File: src/rtl/servo_pulse_slew_limiter_macros.svh
// Assertion macros used by the servo pulse slew limiter RTL.
`ifndef SERVO_PULSE_SLEW_LIMITER_MACROS_SVH
`define SERVO_PULSE_SLEW_LIMITER_MACROS_SVH

// Same-cycle implication, checked only while out of reset.
`define SPSL_ASSERT_NOW(label, clk, rst_n, ante, cons, msg) \
    label: assert property (@(posedge clk) disable iff (!(rst_n)) (ante) |-> (cons)) \
        else $error(msg);

// Next-cycle implication, checked only while out of reset.
`define SPSL_ASSERT_NEXT(label, clk, rst_n, ante, cons, msg) \
    label: assert property (@(posedge clk) disable iff (!(rst_n)) (ante) |=> (cons)) \
        else $error(msg);

`endif

File: src/rtl/spsl_pkg.sv
// Package with constants and types for the servo pulse slew limiter.
package spsl_pkg;

    localparam int ADC_WIDTH_DEF = 12;
    localparam int PULSE_W       = 15;
    localparam int CFG_IDX_W     = 3;
    localparam int CFG_DATA_W    = 15;

    // Sample to pulse mapping: 450 + adc * 2100 / 3100.
    localparam int MAP_OFFSET = 450;
    localparam int MAP_MUL    = 2100;
    localparam int MAP_DIV    = 3100;

    localparam logic [PULSE_W-1:0] PULSE_MAX = '1;

    // Reset values.
    localparam logic [7:0]         SLEW_STEP_RST    = 8'd10;
    localparam logic [7:0]         DEADBAND_RST     = 8'd5;
    localparam logic [PULSE_W-1:0] MIN_PULSE_RST    = 15'd500;
    localparam logic [PULSE_W-1:0] MAX_PULSE_RST    = 15'd2500;
    localparam logic [2:0]         FILTER_SHIFT_RST = 3'd3;
    localparam logic [PULSE_W-1:0] HELD_PULSE_RST   = 15'd700;

    typedef enum logic [CFG_IDX_W-1:0] {
        CFG_SLEW_STEP    = 3'd0,
        CFG_DEADBAND     = 3'd1,
        CFG_MIN_PULSE    = 3'd2,
        CFG_MAX_PULSE    = 3'd3,
        CFG_FILTER_SHIFT = 3'd4
    } t_cfg_idx;

    typedef enum logic {
        MODE_TICK  = 1'b0,
        MODE_PRESS = 1'b1
    } t_mode;

endpackage

File: src/rtl/spsl_target_map.sv
// Two-stage pipeline that maps an ADC sample to a target pulse width.
module spsl_target_map #(
    parameter int ADC_WIDTH = spsl_pkg::ADC_WIDTH_DEF,
    parameter int TW        = ADC_WIDTH + 2
) (
    input  logic                 i_clk,
    input  logic                 i_rst_n,
    input  logic                 i_valid,
    output logic                 o_ready,
    input  logic                 i_mode,
    input  logic [ADC_WIDTH-1:0] i_adc_sample,
    output logic                 o_valid,
    input  logic                 i_ready,
    output logic                 o_mode,
    output logic [TW-1:0]        o_target
);

    // The scaled sample adc * 2100 always fits in XW bits.
    localparam int XW = ADC_WIDTH + 12;
    localparam int PW = 2 * XW;
    // Reciprocal of the divisor; the estimate it gives is low by at most one.
    localparam logic [XW-1:0] RECIP = XW'((2 ** XW) / spsl_pkg::MAP_DIV);

    logic                 r_a_valid;
    logic                 r_a_mode;
    logic [XW-1:0]        r_a_x;
    logic [ADC_WIDTH-1:0] r_a_q;
    logic                 r_b_valid;
    logic                 r_b_mode;
    logic [TW-1:0]        r_b_target;

    logic                 w_b_free;
    logic [XW-1:0]        w_x;
    logic [PW-1:0]        w_prod;
    logic [XW-1:0]        w_rem;
    logic [ADC_WIDTH-1:0] w_q;
    logic [TW-1:0]        n_target;

    assign w_b_free = !r_b_valid || i_ready;
    assign o_ready  = !r_a_valid || w_b_free;

    assign w_x    = XW'(i_adc_sample) * XW'(spsl_pkg::MAP_MUL);
    assign w_prod = PW'(w_x) * PW'(RECIP);

    assign w_rem    = r_a_x - XW'(r_a_q) * XW'(spsl_pkg::MAP_DIV);
    assign w_q      = r_a_q + ADC_WIDTH'(w_rem >= XW'(spsl_pkg::MAP_DIV));
    assign n_target = TW'(spsl_pkg::MAP_OFFSET) + TW'(w_q);

    always_ff @(posedge i_clk) begin
        if (!i_rst_n) begin
            r_a_valid <= 1'b0;
            r_b_valid <= 1'b0;
        end else begin
            if (o_ready) begin
                r_a_valid <= i_valid;
            end
            if (w_b_free) begin
                r_b_valid <= r_a_valid;
            end
        end
    end

    always_ff @(posedge i_clk) begin
        if (o_ready) begin
            r_a_mode <= i_mode;
            r_a_x    <= w_x;
            r_a_q    <= w_prod[XW +: ADC_WIDTH];
        end
        if (w_b_free) begin
            r_b_mode   <= r_a_mode;
            r_b_target <= n_target;
        end
    end

    assign o_valid  = r_b_valid;
    assign o_mode   = r_b_mode;
    assign o_target = r_b_target;

endmodule

File: src/rtl/servo_pulse_slew_limiter.sv
// Top level of the servo pulse slew limiter.
//
// Input channel (i_in_valid / o_in_ready): one beat is either a sample tick
// (i_mode low) carrying an ADC conversion, or a press of the enable toggle
// (i_mode high). Output channel (o_out_valid / i_out_ready): exactly one
// result beat per input beat, in order, giving the held pulse width, whether
// the compare value was written and whether the PWM output is enabled.
// Configuration channel (i_cfg_valid / o_cfg_ready): writes slew step,
// deadband, window limits and filter shift; it is always ready and should
// only be used while no beats are in flight.
// A result beat passes the two mapping registers and the result register
// after its input beat is accepted. Throughput is one beat per cycle while
// the receiver keeps up: two stages map the sample to a target pulse and
// the result stage updates the held pulse and holds all the feedback.
// If the receiver stalls, the result holds, the two mapping stages fill up,
// and then o_in_ready drops; no beat is lost or repeated.
// Reset is synchronous and active low. It empties the pipeline, restores
// the register defaults, sets the held pulse to 700 us with the output
// enabled, and arms the toggle so the first press enables the output.
`include "servo_pulse_slew_limiter_macros.svh"

module servo_pulse_slew_limiter #(
    parameter int ADC_WIDTH = spsl_pkg::ADC_WIDTH_DEF
) (
    input  logic                            i_clk,
    input  logic                            i_rst_n,
    input  logic                            i_in_valid,
    output logic                            o_in_ready,
    input  logic                            i_mode,
    input  logic [ADC_WIDTH-1:0]            i_adc_sample,
    output logic                            o_out_valid,
    input  logic                            i_out_ready,
    output logic [spsl_pkg::PULSE_W-1:0]    o_pulse_width,
    output logic                            o_compare_written,
    output logic                            o_output_enabled,
    input  logic                            i_cfg_valid,
    output logic                            o_cfg_ready,
    input  logic [spsl_pkg::CFG_IDX_W-1:0]  i_cfg_index,
    input  logic [spsl_pkg::CFG_DATA_W-1:0] i_cfg_data
);

    localparam int PW = spsl_pkg::PULSE_W;
    // Target width fits the 450 us offset for samples of 8 bits or more.
    localparam int TW = ADC_WIDTH + 2;
    // Signed width of target minus held pulse.
    localparam int DW = ((TW > PW) ? TW : PW) + 1;

    // Configuration registers.
    logic [7:0]    r_slew_step;
    logic [7:0]    r_deadband;
    logic [PW-1:0] r_min_pulse;
    logic [PW-1:0] r_max_pulse;
    logic [2:0]    r_filter_shift;

    // Block state and result beat.
    logic [PW-1:0] r_held;
    logic          r_pwm_on;
    logic          r_next_press_enables;
    logic          r_out_valid;
    logic          r_out_written;

    logic          w_tgt_valid;
    logic          w_tgt_ready;
    logic          w_tgt_mode;
    logic [TW-1:0] w_tgt_target;
    logic          w_fire;

    logic signed [DW-1:0] w_diff;
    logic signed [DW-1:0] w_step;
    logic signed [DW-1:0] w_slew;
    logic [DW-1:0]        w_mag;
    logic                 w_in_window;
    logic                 w_move_ok;
    logic [PW:0]          w_up_sum;
    logic [PW-1:0]        w_up;
    logic [PW-1:0]        w_down;

    logic [PW-1:0] n_held;
    logic          n_pwm_on;
    logic          n_next_press_enables;
    logic          n_written;

    spsl_target_map #(
        .ADC_WIDTH (ADC_WIDTH),
        .TW        (TW)
    ) u_target_map (
        .i_clk        (i_clk),
        .i_rst_n      (i_rst_n),
        .i_valid      (i_in_valid),
        .o_ready      (o_in_ready),
        .i_mode       (i_mode),
        .i_adc_sample (i_adc_sample),
        .o_valid      (w_tgt_valid),
        .i_ready      (w_tgt_ready),
        .o_mode       (w_tgt_mode),
        .o_target     (w_tgt_target)
    );

    // The result stage takes a new beat whenever its register is empty or
    // the current result is being taken.
    assign w_tgt_ready = !r_out_valid || i_out_ready;
    assign w_fire      = w_tgt_valid && w_tgt_ready;

    // Filter step: arithmetic shift of the error, which rounds toward minus
    // infinity for negative errors.
    assign w_diff      = $signed(DW'(w_tgt_target)) - $signed(DW'(r_held));
    assign w_step      = w_diff >>> r_filter_shift;
    assign w_mag       = w_step[DW-1] ? DW'(-w_step) : DW'(w_step);
    assign w_slew      = $signed(DW'(r_slew_step));
    assign w_in_window = (r_held >= r_min_pulse) && (r_held <= r_max_pulse);
    assign w_move_ok   = (w_mag > DW'(r_deadband)) && w_in_window;

    // Saturating moves by one slew step in either direction.
    assign w_up_sum = (PW + 1)'(r_held) + (PW + 1)'(r_slew_step);
    assign w_up     = w_up_sum[PW] ? spsl_pkg::PULSE_MAX : w_up_sum[PW-1:0];
    assign w_down   = (r_held < PW'(r_slew_step)) ? '0 : r_held - PW'(r_slew_step);

    always_comb begin
        n_held               = r_held;
        n_pwm_on             = r_pwm_on;
        n_next_press_enables = r_next_press_enables;
        n_written            = 1'b0;
        case (spsl_pkg::t_mode'(w_tgt_mode))
            spsl_pkg::MODE_PRESS: begin
                n_pwm_on             = r_next_press_enables;
                n_next_press_enables = !r_next_press_enables;
            end
            spsl_pkg::MODE_TICK: begin
                if (r_pwm_on && w_move_ok) begin
                    if (w_step > w_slew) begin
                        n_held    = w_up;
                        n_written = 1'b1;
                    end else if (w_step < -w_slew) begin
                        n_held    = w_down;
                        n_written = 1'b1;
                    end
                end
            end
            default: begin
                n_held = r_held;
            end
        endcase
    end

    always_ff @(posedge i_clk) begin
        if (!i_rst_n) begin
            r_held               <= spsl_pkg::HELD_PULSE_RST;
            r_pwm_on             <= 1'b1;
            r_next_press_enables <= 1'b1;
            r_out_valid          <= 1'b0;
            r_out_written        <= 1'b0;
        end else begin
            if (w_tgt_ready) begin
                r_out_valid <= w_tgt_valid;
            end
            if (w_fire) begin
                r_held               <= n_held;
                r_pwm_on             <= n_pwm_on;
                r_next_press_enables <= n_next_press_enables;
                r_out_written        <= n_written;
            end
        end
    end

    // Configuration writes; indexes beyond the list are ignored.
    always_ff @(posedge i_clk) begin
        if (!i_rst_n) begin
            r_slew_step    <= spsl_pkg::SLEW_STEP_RST;
            r_deadband     <= spsl_pkg::DEADBAND_RST;
            r_min_pulse    <= spsl_pkg::MIN_PULSE_RST;
            r_max_pulse    <= spsl_pkg::MAX_PULSE_RST;
            r_filter_shift <= spsl_pkg::FILTER_SHIFT_RST;
        end else if (i_cfg_valid && o_cfg_ready) begin
            case (spsl_pkg::t_cfg_idx'(i_cfg_index))
                spsl_pkg::CFG_SLEW_STEP:    r_slew_step    <= i_cfg_data[7:0];
                spsl_pkg::CFG_DEADBAND:     r_deadband     <= i_cfg_data[7:0];
                spsl_pkg::CFG_MIN_PULSE:    r_min_pulse    <= i_cfg_data[PW-1:0];
                spsl_pkg::CFG_MAX_PULSE:    r_max_pulse    <= i_cfg_data[PW-1:0];
                spsl_pkg::CFG_FILTER_SHIFT: r_filter_shift <= i_cfg_data[2:0];
                default: begin
                    r_slew_step <= r_slew_step;
                end
            endcase
        end
    end

    // The held pulse and enable state change only when a result is loaded,
    // so they double as the result fields.
    assign o_cfg_ready       = 1'b1;
    assign o_out_valid       = r_out_valid;
    assign o_pulse_width     = r_held;
    assign o_compare_written = r_out_written;
    assign o_output_enabled  = r_pwm_on;

    // A compare write can only come from a tick taken while enabled.
    `SPSL_ASSERT_NOW(a_write_needs_enable, i_clk, i_rst_n,
        o_out_valid && o_compare_written, o_output_enabled,
        "compare written while output disabled")

    // Without a compare write the held pulse must not move.
    `SPSL_ASSERT_NEXT(a_hold_without_write, i_clk, i_rst_n,
        w_fire && !n_written, $stable(r_held),
        "held pulse changed without a compare write")

    // Every press flips the toggle phase.
    `SPSL_ASSERT_NEXT(a_press_toggles, i_clk, i_rst_n,
        w_fire && (w_tgt_mode == spsl_pkg::MODE_PRESS),
        (r_next_press_enables != $past(r_next_press_enables)),
        "press did not flip the toggle phase")

endmodule

File: config.mk
export PLATFORM = sky130hd
export DESIGN_NAME = servo_pulse_slew_limiter
export DESIGN_NICKNAME = d
export VERILOG_FILES = /design/src/rtl/spsl_pkg.sv /design/src/rtl/spsl_target_map.sv /design/src/rtl/servo_pulse_slew_limiter.sv
export VERILOG_INCLUDE_DIRS = /design/src /design/src/rtl
export SDC_FILE = /design/constraint.sdc
export NUM_CORES = 1
export LEC_CHECK = 0
export ABC_CLOCK_PERIOD_IN_PS = 9300
export BUFFER_PORTS_ARGS = -buffer_cell sky130_fd_sc_hd__buf_2
export CAP_MARGIN = 20
export CORE_AREA = 8 8 184 230
export CTS_CLUSTER_DIAMETER = 30
export DETAILED_ROUTE_END_ITERATION = 6
export DIE_AREA = 0 0 192 238
export SLEW_MARGIN = 15
export SYNTH_ARGS = -nofsm -noshare
export SYNTH_HDL_FRONTEND = slang
export SYNTH_HIERARCHICAL = 1
export SYNTH_SLANG_ARGS = --single-unit
File: constraint.sdc
create_clock -name i_clk -period 9.3 [get_ports i_clk]
set_clock_uncertainty 0.05 [all_clocks]
set_input_delay 0.465 -clock i_clk [delete_from_list [all_inputs] [get_ports i_clk]]
set_output_delay 0.465 -clock i_clk [all_outputs]
set_load 0.03 [all_outputs]
==> results_dict.tcl, run 1 <==
set metrics [dict create \
    cts_resized 0 \
    cts_buffers 17 \
    worstPathRequired_ps 9420 \
    cts_tree "done" \
    setup_viol 0 \
    clk_pin_slew_ps 60 \
    async_flop_share_pct 0 \
    ys_ff_latch 119 \
    seq_area_frac_synth_pct 16.8 \
    drt_iter0_drc 616 \
    fin_setup_tns_ps 0 \
    antenna_left 0 \
    reg2reg_depth 32 \
    crit_path_end_kind "flop" \
    antenna_found_initial 0 \
    gr-usage-met3_pct 1.78 \
    use_met2_pct 38.5 \
    hold_viol 0 \
    port_buffers 54 \
    crit_top_cell "ha_1" \
    crit_path_max_fanout 7 \
    rsz0062_at_grt "no" \
    cts_sinks 119 \
    cp_num_buf_inv 0 \
    drive_gt1_share_pct 8.33 \
    max_stage_delay_ps 520 \
    areaGrowthSynthToFinish_pct 8.27 \
    root_buffer "clkbuf_16" \
    arrival_ps 8620 \
    grt_pass1_wl_um 72200 \
    avgRoutedWirePerCell_um 17.6 \
    nFillCells 3795 \
    grt.busiest_layer "met2" \
    grtUsageMet1_pct 21.0 \
    path_class "flop to flop" \
    drt-pass1-iter-count 5 \
    syn_area_per_cell_sq_um 8.74 \
    netlist_area_sq_um 17100 \
    cp.depth 32 \
    clk_latency_ps 430 \
    wl_um 44200 \
    cts_buffer_depth 2 \
    dieWidth_um 192 \
    synth_cell_types 104 \
    drcViolationCount 0 \
    layout_common_cells "345 x ha_1, 256 x inv_1, 175 x nand2_1" \
    htreeDepth 4 \
    seqCellArea_sq_um 2870 \
    final_nets 2467 \
    synth_area_leaders "ha_1 25%, fa_1 9.5%, edfxtp_1 8.6%" \
    max-slew-margin-rel_pct 33.1 \
    synthCells 1960 \
    max_freq_mhz 118 \
    vias 14137 \
    ys_warn_count 6 \
    setup_ws_ps 801 \
    core_sq_um 38700 \
    start_util_pct 44.2 \
    hp-class "input port to flop" \
    post-route-period-util_pct 91.4 \
    synth_edf_count 49 \
    min_period_ps 8500 \
    grt_max_degree 72 \
    crit_family "adder cells" \
    ctsHoldBuffers 0 \
    multi_input_area_sq_um 13100 \
    pre_cts_ws_ps 864 \
    hold_depth 1 \
    slowest_stage "fa_1" \
    cts_setup_buffers 0 \
    fp.dieH_um 238 \
    cap_violations 0 \
    netlist.area_leader.share_pct 25.2 \
    die_area_sq_um 45700 \
    critPathLaunchType "flop" \
    grt.total_usage_pct 19.4 \
    layout_commonest_cell "ha_1" \
    gp_congestion 0.879 \
    rows 81 \
    maxSlewViolCount 0 \
    grt_pass1_vias 14342 \
    io_pins 56 \
    synth_area_leader_cell "ha_1" \
    antenna_cells 0 \
    synth_nets 2422 \
    ys.flop_type "dfxtp_1" \
    viasPerCell 5.62 \
    outcome "finished, final reports clean" \
    grt-ovfl-total 0 \
    worst_pin_slew_ps 1000 \
    dp_hpwl_um 36300 \
]
final timing paths:
| check | startpoint | endpoint | slack (ps) |
|---|---|---|---|
| max | u_target_map/r_a_q[4] | u_target_map/o_target[11] | 800 |
| min | i_mode | u_target_map/r_a_mode | 170 |
| max reg2reg | u_target_map/r_a_q[4] | u_target_map/o_target[11] | 800 |
| min reg2reg | u_target_map/r_a_mode | u_target_map/o_mode | 370 |
layout make-up:
type                            count  area share (%)
Inverter                          256            5.18
Clock inverter                     12           0.648
Clock buffer                       20            2.52
Tap cell                          498            3.36
Timing Repair Buffer               73            2.27
Multi-Input combinational cell   1538            70.5
Sequential cell                   119            15.5
cell usage after synthesis, drive strengths merged, types with 5 or more instances:
master / n
ha: 345
inv: 256
nand2: 176
a21oi: 94
nor2: 84
fa: 81
o21ai: 74
dfxtp: 70
xnor2: 59
edfxtp: 49
a21boi: 44
a21o: 44
nand3: 44
xor2: 43
o211ai: 35
nor3: 34
clkbuf: 31
nor2b: 27
o21a: 26
nand2b: 25
a211oi: 23
and3: 21
nand4: 21
o21bai: 21
a31oi: 19
mux2i: 17
buf: 15
and2: 14
or2: 14
a2111oi: 10
or3: 10
nor4: 9
a211o: 7
a41oi: 7
o211a: 7
nand3b: 6
o221a: 6
o221ai: 6
o311ai: 6
o31ai: 6
a31o: 5
o22ai: 5
o311a: 5
or4: 5
per-layer routing:
layer | share of wire [%] | vias up
met5 | 0 | -
met3 | 2.2 | 63
met1 | 39 | 6779
li1 | - | 7069
met4 | 2.5 | 0
met2 | 56 | 226
stage by stage:
step / instances / cell area (sq um) / utilization (%) / hold WS, ps
3_5_place_dp: 2483 / 17900 / 46.3 / 355
2_1_floorplan: 1960 / 17100 / - / 350
4_1_cts: 2515 / 18500 / 47.8 / 159
6_report: 2516 / 18500 / 47.9 / 175
5_1_grt: 2516 / 18500 / 47.9 / 161
3_3_place_gp: 2483 / 17900 / 46.3 / 353
state kept, by name (all words and copies together) (netlist names), 3 cells and up:
| signal | cells |
|---|---|
| o_pulse_width | 15 |
| r_max_pulse | 15 |
| r_min_pulse | 15 |
| r_deadband | 8 |
| u_target_map/r_a_x | 22 |
| u_target_map/o_target | 13 |
| u_target_map/r_a_q | 12 |
| r_slew_step | 8 |
| r_filter_shift | 3 |
worst register-to-register path: cells and delay by family, from the launching register on:
family / cells / cell delay (ps)
xor gates and xnor gates: 3 / 600
DFF: 1 / 510
AOI/OAI and AO/OA: 9 / 2200
adders and majority gates: 9 / 3240
and+or+nand+nor: 11 / 1650
kinds of logic after synthesis:
kind of cell,Yosys count,synth area share (%)
flip-flops,119,16.8
AO/OA/AOI/OAI,481,20.5
XOR/XNOR,102,5.26
multiplexers,20,1.19
adder cells (fa/ha/maj),426,34.7
AND/OR/NAND/NOR,507,14.6
other,2,0.0439
buffers and inverters,303,6.88
Power of run 1 is not shown: default switching activity piles up to over one toggle a cycle in this logic, so the estimate is an artifact.
==> run 2: changes to the inputs <==
--- a/config.mk
+++ b/config.mk
@@ -9,12 +9,11 @@
 export ABC_CLOCK_PERIOD_IN_PS = 9300
 export BUFFER_PORTS_ARGS = -buffer_cell sky130_fd_sc_hd__buf_2
 export CAP_MARGIN = 20
-export CORE_AREA = 8 8 184 230
+export CORE_AREA = 2 2 178 224
 export CTS_CLUSTER_DIAMETER = 30
 export DETAILED_ROUTE_END_ITERATION = 6
-export DIE_AREA = 0 0 192 238
+export DIE_AREA = 0 0 180 226
 export SLEW_MARGIN = 15
 export SYNTH_ARGS = -nofsm -noshare
 export SYNTH_HDL_FRONTEND = slang
-export SYNTH_HIERARCHICAL = 1
 export SYNTH_SLANG_ARGS = --single-unit
==> constraint.sdc (replaced) <==
create_clock -name i_clk -period 9.3 [get_ports i_clk]
set_clock_uncertainty 0.05 [all_clocks]
set_input_delay 0.465 -clock i_clk [delete_from_list [all_inputs] [get_ports i_clk]]
set_output_delay 0.465 -clock i_clk [all_outputs]
set_load 0.05 [all_outputs]
==> results_dict.tcl, run 2 <==
set metrics [dict create \
    nFillCells 3750 \
    dp_hpwl_um 37100 \
    seq_area_frac_synth_pct 16.8 \
    slowest_stage "fa_1" \
    min_period_ps 8740 \
    outcome "finished, final reports clean" \
    antenna_left 0 \
    ys_ff_latch 119 \
    drt-pass1-iter-count 5 \
    holdPathEnd "u_target_map.r_a_mode" \
    antenna_found_initial 0 \
    max_stage_delay_ps 580 \
    setup_ws_ps 559 \
    rr_endpoint "u_target_map.o_target[11]" \
    grt.total_usage_pct 22.4 \
    fin_setup_tns_ps 0 \
    worstPathRequired_ps 9420 \
    setup_viol 0 \
    hp-class "input port to flop" \
    post-route-period-util_pct 94.0 \
    cts_buffers 17 \
    arrival_ps 8860 \
    final_nets 2506 \
    drt_iter0_drc 797 \
    clk_pin_slew_ps 60 \
    largest_reg_flops 22 \
    synthCells 2008 \
    die_area_sq_um 40700 \
    worst_pin_slew_ps 1050 \
    crit_top_cell "ha_1" \
    rows 81 \
    drive_gt1_share_pct 7.68 \
    synth_edf_count 49 \
    syn_area_per_cell_sq_um 8.53 \
    ys_top_cells_by_count "345 x ha_1, 264 x inv_1, 173 x nand2_1" \
    clk_latency_ps 440 \
    yosysMostFrequentCell "ha_1" \
    async_flop_share_pct 0 \
    cts_buffer_depth 2 \
    grt-ovfl-total 0 \
    cts_tree "done" \
    layout_common_cells "343 x ha_1, 264 x inv_1, 173 x nand2_1" \
    port_buffers 54 \
    io_pins 56 \
    max_freq_mhz 114 \
    ys_warn_count 0 \
    hold_viol 0 \
    core_sq_um 38600 \
    dieWidth_um 180 \
    cap_violations 0 \
    maxSlewViolCount 0 \
    rsz0062_at_grt "no" \
    htreeDepth 4 \
    gp_congestion 0.906 \
    place_area_sq_um 17800 \
    layout_commonest_cell "ha_1" \
    cts_sinks 119 \
    rrSetupSlack_ps 560 \
    ctsHoldBuffers 0 \
    netlist.area_leader.share_pct 25.2 \
    root_buffer "clkbuf_16" \
    critPathLaunchType "flop" \
    path_class "flop to flop" \
    viasPerCell 5.78 \
    hold_depth 1 \
    crit_path_max_fanout 7 \
    avgRoutedWirePerCell_um 17.8 \
    grt_pass1_vias 14578 \
    netlist_area_sq_um 17100 \
    wl_um 45500 \
    max-slew-margin-rel_pct 29.6 \
    worstHoldStart "i_mode" \
    synth_nets 2470 \
    start_util_pct 44.3 \
    ys.flop_type "dfxtp_1" \
    design_area_sq_um 18500 \
    fp.dieH_um 226 \
    pre_cts_ws_ps 259 \
    grt_max_degree 47 \
    synth_area_leader_cell "ha_1" \
    reg2reg_depth 35 \
    drcViolationCount 0 \
    reg2reg_from "u_target_map.r_a_q[2]" \
    synth_cell_types 101 \
    grt_pass1_wl_um 73800 \
    synth_area_leaders "ha_1 25%, fa_1 9.5%, edfxtp_1 8.6%" \
    antenna_cells 0 \
    vias 14768 \
    crit_path_end_kind "flop" \
    top_register "u_target_map.r_a_x" \
    areaGrowthSynthToFinish_pct 8.08 \
]
[run 2: changes by cell type after synthesis, sizes merged, moves of 11 or more]
cell,before,now
a21boi,44,10
buf,15,29
o21ai,74,85
a21oi,94,129
nor2,84,114
a21o,44,33
[run 2: cell type report]
class	count	area, sq um	share of cell area, %
clock inverters	12	121	0.656
repair buffers	77	443	2.39
multi-input cells	1562	12900	69.9
inverters	267	1000	5.42
well taps	498	623	3.37
flip-flops and latches	119	2870	15.5
clock buffers	20	500	2.70
[run 2: how the worst max path moves through the flow]
stage | start | end | slack [ps] | cells after the start
detailed placement | u_target_map.r_a_q[3] | u_target_map.o_target[11] | 260 | 38
global route | u_target_map.r_a_q[2] | u_target_map.o_target[11] | 40 | 35
CTS | u_target_map.r_a_q[3] | u_target_map.o_target[11] | 210 | 38
finish | u_target_map.r_a_q[2] | u_target_map.o_target[11] | 560 | 35
global placement | u_target_map.r_a_q[3] | u_target_map.o_target[11] | 600 | 35
floorplan | u_target_map.r_a_q[3] | u_target_map.o_target[11] | 1230 | 35
[run 2: kinds of logic (layout without fill, tap and decap cells)]
kind of cell,after synthesis,after routing,share of synthesized area [%]
simple gates,534,534,15.2
flops,119,119,16.8
xor+xnor,97,97,4.96
mux,13,13,0.950
buf+inv,327,376,7.76
fa+ha+maj,426,426,34.7
compound gates,491,491,19.6
other cells,1,1,0.0219
[run 2: timing repair]
item                       in CTS  in global routing
setup endpoints to repair       0                  6
buffers inserted                0                  4
gates resized for setup         0                  9
[run 2: metrics by stage]
stage | hold slack (ps) | cells | utilization [%]
global placement | 355 | 2519 | 46.2
detailed placement | 363 | 2519 | 46.2
finish | 180 | 2555 | 47.9
CTS | 177 | 2551 | 47.8
global route | 173 | 2555 | 47.9
floorplan | 350 | 2008 | -
[run 2: worst max-delay path: cells and delay by family, from the launching register on]
family	cells	cell delay [ps]
buffers and inverters	2	130
xor gates and xnor gates	4	630
DFF	1	490
and+or+nand+nor	9	1710
adders and majority gates	10	3640
AOI/OAI and AO/OA	9	1690
muxes	1	140
[run 2: layer usage]
metal  wire length, um  share of wire [%]  GRT usage (%)  up-vias
met3              1250                2.8           2.14      101
met1             18400                 40           24.9     7084
met5                 0                  0              0        -
li1                  -                  -              -     7243
met4              1800                4.0           9.70        0
met2             24000                 53           43.1      340
Power of run 2 is left out for the same reason.
